File: config.mk
export PLATFORM = sky130hd
export DESIGN_NAME = date_to_unix_seconds
export DESIGN_NICKNAME = d
export VERILOG_FILES = /design/src/rtl/dtu_pkg.sv /design/src/rtl/date_to_unix_seconds.sv /design/src/rtl/dtu_mod7.sv
export SDC_FILE = /design/constraint.sdc
export NUM_CORES = 1
export LEC_CHECK = 0
export BUFFER_PORTS_ARGS = -buffer_cell sky130_fd_sc_hd__buf_2
export CAP_MARGIN = 40
export CELL_PAD_IN_SITES_DETAIL_PLACEMENT = 1
export CELL_PAD_IN_SITES_GLOBAL_PLACEMENT = 2
export CORE_UTILIZATION = 46
export DETAILED_ROUTE_END_ITERATION = 10
export GPL_ROUTABILITY_DRIVEN = 1
export HOLD_SLACK_MARGIN = 0.05
export MAX_ROUTING_LAYER = met4
export PLACE_DENSITY = 0.95
export SYNTH_ARGS = -nofsm -noshare
export SYNTH_HDL_FRONTEND = slang
export SYNTH_SLANG_ARGS = --single-unit
File: constraint.sdc
create_clock -name clk -period 13.35 [get_ports clk]
set_input_delay 2.0025 -clock clk [delete_from_list [all_inputs] [get_ports clk]]
set_output_delay 2.0025 -clock clk [all_outputs]
set_load 0.05 [all_outputs]
File: src/rtl/dtu_pkg.sv
// ----------------------------------------------------------------------------
// dtu_pkg
// Types, constants and tables shared by the date to unix seconds pipeline.
// ----------------------------------------------------------------------------
package dtu_pkg;

  localparam int unsigned YEAR_W   = 12;
  localparam int unsigned DAYS_W   = 18;  // day count since the epoch, plus one
  localparam int unsigned SECS_W   = 34;
  localparam int unsigned YDAY_W   = 9;
  localparam int unsigned WDAY_W   = 3;

  localparam logic [YEAR_W-1:0] YEAR_LOW  = 12'd1970;
  localparam logic [YEAR_W-1:0] YEAR_HIGH = 12'd2399;
  localparam logic [YEAR_W-1:0] YEAR_BASE = 12'd1900;

  // days before each month in a common year
  localparam logic [8:0] DAYS_BEFORE_MONTH [12] = '{
    9'd0, 9'd31, 9'd59, 9'd90, 9'd120, 9'd151,
    9'd181, 9'd212, 9'd243, 9'd273, 9'd304, 9'd334
  };

  typedef struct packed {
    logic [11:0] year;
    logic [3:0]  month;
    logic [4:0]  day;
    logic [4:0]  hour;
    logic [5:0]  minute;
    logic [5:0]  second;
  } in_t;

  typedef struct packed {
    logic [SECS_W-1:0] epoch_seconds;
    logic [WDAY_W-1:0] weekday;
    logic [YDAY_W-1:0] day_of_year;
  } out_t;

endpackage

File: src/rtl/date_to_unix_seconds.sv
// ----------------------------------------------------------------------------
// date_to_unix_seconds
// Gregorian UTC date and time to seconds since 1970, weekday and day of year.
// ----------------------------------------------------------------------------
// Five-stage pipeline that takes one date per cycle and returns each result
// in order. Stage one clamps the year to 1970..2399 and the month to 1..12
// (others count as January) and looks up the month table, stage two forms
// the day count with the leap-day terms, stage three finds the weekday and
// scales to hours, and stages four and five scale by sixty to minutes and
// seconds. Day, hour, minute and second add in linearly; seconds wrap modulo
// 2^34. Backpressure on the output stalls the stages behind it without loss,
// and the input stays ready while any stage has room.
module date_to_unix_seconds (
  input  logic           clk,
  input  logic           rst_n,
  input  logic           in_valid,
  output logic           in_ready,
  input  dtu_pkg::in_t   in_data,
  output logic           out_valid,
  input  logic           out_ready,
  output dtu_pkg::out_t  out_data
);
  import dtu_pkg::*;

  localparam int unsigned NSTG = 5;

  logic [NSTG-1:0] v_r;
  logic [NSTG:0]   adv;

  // a stage takes new data when it is empty or its content moves on
  always_comb begin
    adv[NSTG] = out_ready;
    for (int k = NSTG - 1; k >= 0; k--) begin
      adv[k] = !v_r[k] || adv[k+1];
    end
  end

  assign in_ready  = adv[0];
  assign out_valid = v_r[NSTG-1];

  always_ff @(posedge clk) begin
    if (!rst_n) begin
      v_r <= '0;
    end else begin
      if (adv[0]) begin
        v_r[0] <= in_valid;
      end
      for (int k = 1; k < NSTG; k++) begin
        if (adv[k]) begin
          v_r[k] <= v_r[k-1];
        end
      end
    end
  end

  // ---------------- stage 1: clamp and table
  logic [YEAR_W-1:0] year_c;
  logic [3:0]        mi;
  logic [8:0]        ty;
  logic              leap;
  logic [8:0]        dbm;

  logic [8:0] yoff_nxt, ly_nxt, yday_nxt;

  logic [8:0]        yoff_r, ly_r, dbm1_r, yday1_r;
  logic [4:0]        day1_r, hour1_r;
  logic [5:0]        min1_r, sec1_r;

  always_comb begin
    if (in_data.year < YEAR_LOW) begin
      year_c = YEAR_LOW;
    end else if (in_data.year > YEAR_HIGH) begin
      year_c = YEAR_HIGH;
    end else begin
      year_c = in_data.year;
    end
    if (in_data.month == 4'd0 || in_data.month > 4'd12) begin
      mi = 4'd0;
    end else begin
      mi = in_data.month - 4'd1;
    end
    ty   = 9'(year_c - YEAR_BASE);
    leap = (year_c[1:0] == 2'b00) && (year_c != 12'd2100) &&
           (year_c != 12'd2200) && (year_c != 12'd2300);
    dbm  = DAYS_BEFORE_MONTH[mi];
    yoff_nxt = ty - 9'd70;
    // the current year's leap day only counts from March on
    ly_nxt   = (mi <= 4'd1) ? ty - 9'd1 : ty;
    yday_nxt = dbm + {4'd0, in_data.day} + {8'd0, (mi >= 4'd2) && leap} - 9'd1;
  end

  always_ff @(posedge clk) begin
    if (adv[0] && in_valid) begin
      yoff_r  <= yoff_nxt;
      ly_r    <= ly_nxt;
      dbm1_r  <= dbm;
      yday1_r <= yday_nxt;
      day1_r  <= in_data.day;
      hour1_r <= in_data.hour;
      min1_r  <= in_data.minute;
      sec1_r  <= in_data.second;
    end
  end

  // ---------------- stage 2: day count
  logic [DAYS_W-1:0] dplus_nxt;
  logic [2:0]        cent;
  logic [8:0]        lq;

  logic [DAYS_W-1:0] dplus_r;
  logic [8:0]        yday2_r;
  logic [4:0]        hour2_r;
  logic [5:0]        min2_r, sec2_r;

  always_comb begin
    cent = 3'({2'd0, ly_r >= 9'd100} + {2'd0, ly_r >= 9'd200} +
              {2'd0, ly_r >= 9'd300} + {2'd0, ly_r >= 9'd400});
    lq   = (ly_r - 9'd68) >> 2;
    dplus_nxt = DAYS_W'({9'd0, yoff_r} * 18'd365) + DAYS_W'(dbm1_r) + DAYS_W'(lq)
              - DAYS_W'(cent) + DAYS_W'(ly_r >= 9'd100) + DAYS_W'(day1_r);
  end

  always_ff @(posedge clk) begin
    if (adv[1] && v_r[0]) begin
      dplus_r <= dplus_nxt;
      yday2_r <= yday1_r;
      hour2_r <= hour1_r;
      min2_r  <= min1_r;
      sec2_r  <= sec1_r;
    end
  end

  // ---------------- stage 3: weekday and hours
  logic [WDAY_W-1:0] wday;
  logic [SECS_W-1:0] dp_w, hours_nxt;

  logic [SECS_W-1:0] hours_r;
  logic [WDAY_W-1:0] wday3_r;
  logic [8:0]        yday3_r;
  logic [5:0]        min3_r, sec3_r;

  dtu_mod7 u_mod7 (
    .x   (dplus_r + DAYS_W'(3)),
    .rem (wday)
  );

  always_comb begin
    dp_w      = SECS_W'(dplus_r);
    hours_nxt = (dp_w << 4) + (dp_w << 3) - SECS_W'(24) + SECS_W'(hour2_r);
  end

  always_ff @(posedge clk) begin
    if (adv[2] && v_r[1]) begin
      hours_r <= hours_nxt;
      wday3_r <= wday;
      yday3_r <= yday2_r;
      min3_r  <= min2_r;
      sec3_r  <= sec2_r;
    end
  end

  // ---------------- stage 4: minutes
  logic [SECS_W-1:0] mins_r;
  logic [WDAY_W-1:0] wday4_r;
  logic [8:0]        yday4_r;
  logic [5:0]        sec4_r;

  always_ff @(posedge clk) begin
    if (adv[3] && v_r[2]) begin
      mins_r  <= (hours_r << 6) - (hours_r << 2) + SECS_W'(min3_r);
      wday4_r <= wday3_r;
      yday4_r <= yday3_r;
      sec4_r  <= sec3_r;
    end
  end

  // ---------------- stage 5: seconds, output register
  out_t out_r;

  always_ff @(posedge clk) begin
    if (adv[4] && v_r[3]) begin
      out_r.epoch_seconds <= (mins_r << 6) - (mins_r << 2) + SECS_W'(sec4_r);
      out_r.weekday       <= wday4_r;
      out_r.day_of_year   <= yday4_r;
    end
  end

  assign out_data = out_r;

`ifndef ASSERT_OFF
  a_in_fills_stage1: assert property (@(posedge clk) disable iff (!rst_n)
    in_valid && in_ready |=> v_r[0])
    else $error("accepted input did not enter stage one");

  a_stall_holds_stage2: assert property (@(posedge clk) disable iff (!rst_n)
    v_r[1] && !adv[2] |=> v_r[1] && $stable(dplus_r))
    else $error("stalled stage two lost or changed its item");

  a_weekday_range: assert property (@(posedge clk) disable iff (!rst_n)
    v_r[2] |-> wday3_r <= 3'd6)
    else $error("weekday out of range");

  a_ready_when_room: assert property (@(posedge clk) disable iff (!rst_n)
    !v_r[0] |-> in_ready)
    else $error("input not ready while first stage empty");
`endif

endmodule

File: src/rtl/dtu_mod7.sv
// ----------------------------------------------------------------------------
// dtu_mod7
// Remainder of a day count by seven, via reciprocal multiply and one fixup.
// ----------------------------------------------------------------------------
module dtu_mod7 (
  input  logic [dtu_pkg::DAYS_W-1:0] x,
  output logic [dtu_pkg::WDAY_W-1:0] rem
);
  import dtu_pkg::*;

  // 37449 / 2^18 sits just below 1/7, so the quotient is exact or one low
  localparam logic [15:0] RECIP = 16'd37449;

  logic [DAYS_W+15:0] prod;
  logic [15:0]        quot;
  logic [DAYS_W-1:0]  diff;
  logic [3:0]         r0;

  assign prod = {16'd0, x} * {{DAYS_W{1'b0}}, RECIP};
  assign quot = prod[DAYS_W +: 16];
  assign diff = x - DAYS_W'({quot, 3'b000} - {3'b000, quot});
  assign r0   = diff[3:0];

  always_comb begin
    if (r0 >= 4'd7) begin
      rem = WDAY_W'(r0 - 4'd7);
    end else begin
      rem = r0[WDAY_W-1:0];
    end
  end

  logic unused_diff;
  assign unused_diff = ^{diff[DAYS_W-1:4], prod[DAYS_W-1:0]};

endmodule

==> results.cfg <==
[run_status]
status = complete, no violations

[cts]
clk_latency_ns = 0.58
h-tree-depth = 1
cts_setup_buffers = 0
cts_tree = done
cts-root-buf = clkbuf_16
cts_inserted_buffers = 28
cts_hold_buffers = 0
clk_pin_slew_worst_paths_ns = 0.06
clk_path_buf_depth = 3
cts.sinks = 252
cts.repair.resized = 0

[setup_path]
arrival_ns = 8.78
path_common_cell = inv_1
endpoint = wday3_r[1]
r2r-end = wday3_r[1]
cp-start-kind = register
r2r_slack_ns = 4.89
r2r_cells = 34
critPathKind = register to register
crit_path_top_delay_cell = fa_1
r2r_start = dplus_r[1]
crit_path_end_kind = register
worstPathMaxFanout = 5
worstPathRequired_ns = 13.67
crit_start = dplus_r[1]
max_stage_delay_ns = 0.52

[synth]
seq_area_frac_synth = 0.396
synth.distinct_cells = 76
avgSynthCellArea_um2 = 11.2
synth_seq_cells = 252
yosysTopAreaCellShare = 0.391
ys_top_cells_by_area = edfxtp_1, ha_1, fa_1
synth_edf_count = 247
synth_nets = 2113
syn_area_mm2 = 0.0190
synthArstFlopShare = 0
yosys_warnings = 0
ys.flop_type = edfxtp_1
synth_top_area_cell = edfxtp_1
netlist_instances = 1688

[cells_and_area]
area_growth_pct = 11.7
nets = 2227
final-seq-area_mm2 = 0.00752
drive_above_1_share = 0.0921
fin_cells = 2360
fillCellCount = 4376
multiInputGateArea_mm2 = 0.0102

[sta]
drv_slew = 0
finalHoldViolCount = 0
fin_skew_ns = 0.0310
finalCritPeriodShare = 0.634
relSlewSlack = 0.536
fmax_mhz = 118
worst_slew_pin_slew_ns = 0.696
setup_violations = 0
min_period_ns = 8.46
finalSetupTns_ns = 0
rsz0062_at_grt = false

[routing]
routedWlPerCell_um = 17.7
vias_per_cell = 5.20
wl_met2_um = 23100
dr_wl_met3_um = 1050
drt_iter0_drc = 375
wirelength_um = 41800
m1WireLength_um = 16300
vias = 12300
drtPass1Iterations = 4
routed.top_layer = met4
drcViolationCount = 0
ant_nets = 0

[global_routing]
grt_use_total = 0.209
gr-total-overflow = 0
grt_pass1_wl_um = 67600
grt_antenna_before_repair = 3
grt_pass1_vias = 13500
grt_max_degree = 51

[flow_run]
max_cap_viol_count = 0

[die]
die_area_mm2 = 0.0421
io_pins = 90
floorplan.initialDensity = 0.466
coreArea_mm2 = 0.0407
rows = 74
die-height_um = 205
die_w_um = 205

[placed_design]
gp_congestion = 0.892
dp_cells = 2304
io_buffer_count = 89
place_hpwl_um = 33600

[min_path]
hold_class = register to register
[metal layers]
layer / track usage / vias to the layer above
met4: 0.0714 / 0
met2: 0.396 / 163
met1: 0.220 / 6057
met5: - / -
li1: - / 5979
met3: 0.0270 / 83
[Yosys cell counts, types with 16 or more instances]
cell type and n:
fa_1 93, edfxtp_1 247, inv_1 341, o21a_1 34, nor3_1 19, nand2b_1 16
nor2b_1 20, o21ai_0 38, a21oi_1 78, nand3_1 23, ha_1 290, a21o_1 29
xor2_1 43, nand2_1 64, nor2_1 87, xnor2_1 101
[cell families (layout without fill, tap and decap cells)]
group                      after synthesis  after routing  synth area share
AOI/OAI and AO/OA                      252            252            0.0893
xor gates and xnor gates               147            147            0.0706
adders and majority gates              383            383             0.289
buffers and inverters                  351            487            0.0695
DFF                                    252            252             0.396
muxes                                    9              9           0.00495
other                                    0              4                 0
and+or+nand+nor                        294            294            0.0801
[layout make-up]
type / instances / share of cell area
clock inverters: 19 / 0.0143
multi-input cells: 1085 / 0.481
repair buffers: 94 / 0.0228
clock buffers: 33 / 0.0349
flip-flops and latches: 252 / 0.355
inverters: 341 / 0.0604
diodes: 4 / 0.000472
well taps: 532 / 0.0314
[worst max-delay path, delay by kind of cell, from the launching register on]
kind	cells	cell delay (ns)
adders and majority gates	9	2.90
xor gates and xnor gates	7	1.47
AOI/OAI and AO/OA	6	1.34
and+or+nand+nor	4	1.02
buffers and inverters	7	0.65
DFF	1	0.45
muxes	1	0.34
[registers in the layout (all words and copies together) (netlist names), 9 cells and up]
signal	flops
hours_r	25
yday3_r	9
yday2_r	9
mins_r	32
out_data	46
yoff_r	9
dbm1_r	9
yday1_r	9
ly_r	9
yday4_r	9
dplus_r	18
[worst min-delay path by stage]
stage / start / endpoint / slack, ns / cells after the start
CTS: yday4_r[2] / out_data[2] / 0.38 / 0
finish: sec3_r[0] / sec4_r[0] / 0.40 / 0
detailed placement: yday2_r[6] / yday3_r[6] / 0.41 / 0
global route: yday4_r[2] / out_data[2] / 0.41 / 0
floorplan: hour1_r[0] / hour2_r[0] / 0.40 / 0
global placement: yday1_r[0] / yday2_r[0] / 0.40 / 0
[cell usage in the layout (no fill, tap or decap), types with 16 or more instances in the layout]
cell,instances
xor2_1,43
fa_1,93
nand2_1,64
inv_1,341
clkbuf_16,28
buf_2,89
a21o_1,29
nand2b_1,16
nor3_1,19
xnor2_1,101
a21oi_1,78
nand3_1,23
ha_1,290
nor2b_1,18
o21a_1,34
edfxtp_1,247
o21ai_0,38
nor2_1,87
[metrics by stage]
step / instance area [um2] / worst slack, ns / hold WS [ns] / util
floorplan: 19000 / 5.78 / 0.400 / -
CTS: 21200 / 4.87 / 0.385 / 0.520
global placement: 20100 / 5.17 / 0.400 / 0.494
finish: 21200 / 4.89 / 0.396 / 0.520
global route: 21200 / 4.27 / 0.405 / 0.520
detailed placement: 20100 / 4.89 / 0.405 / 0.494
Power is not shown: default switching activity piles up to over one toggle a cycle in this logic, so the estimate is an artifact.
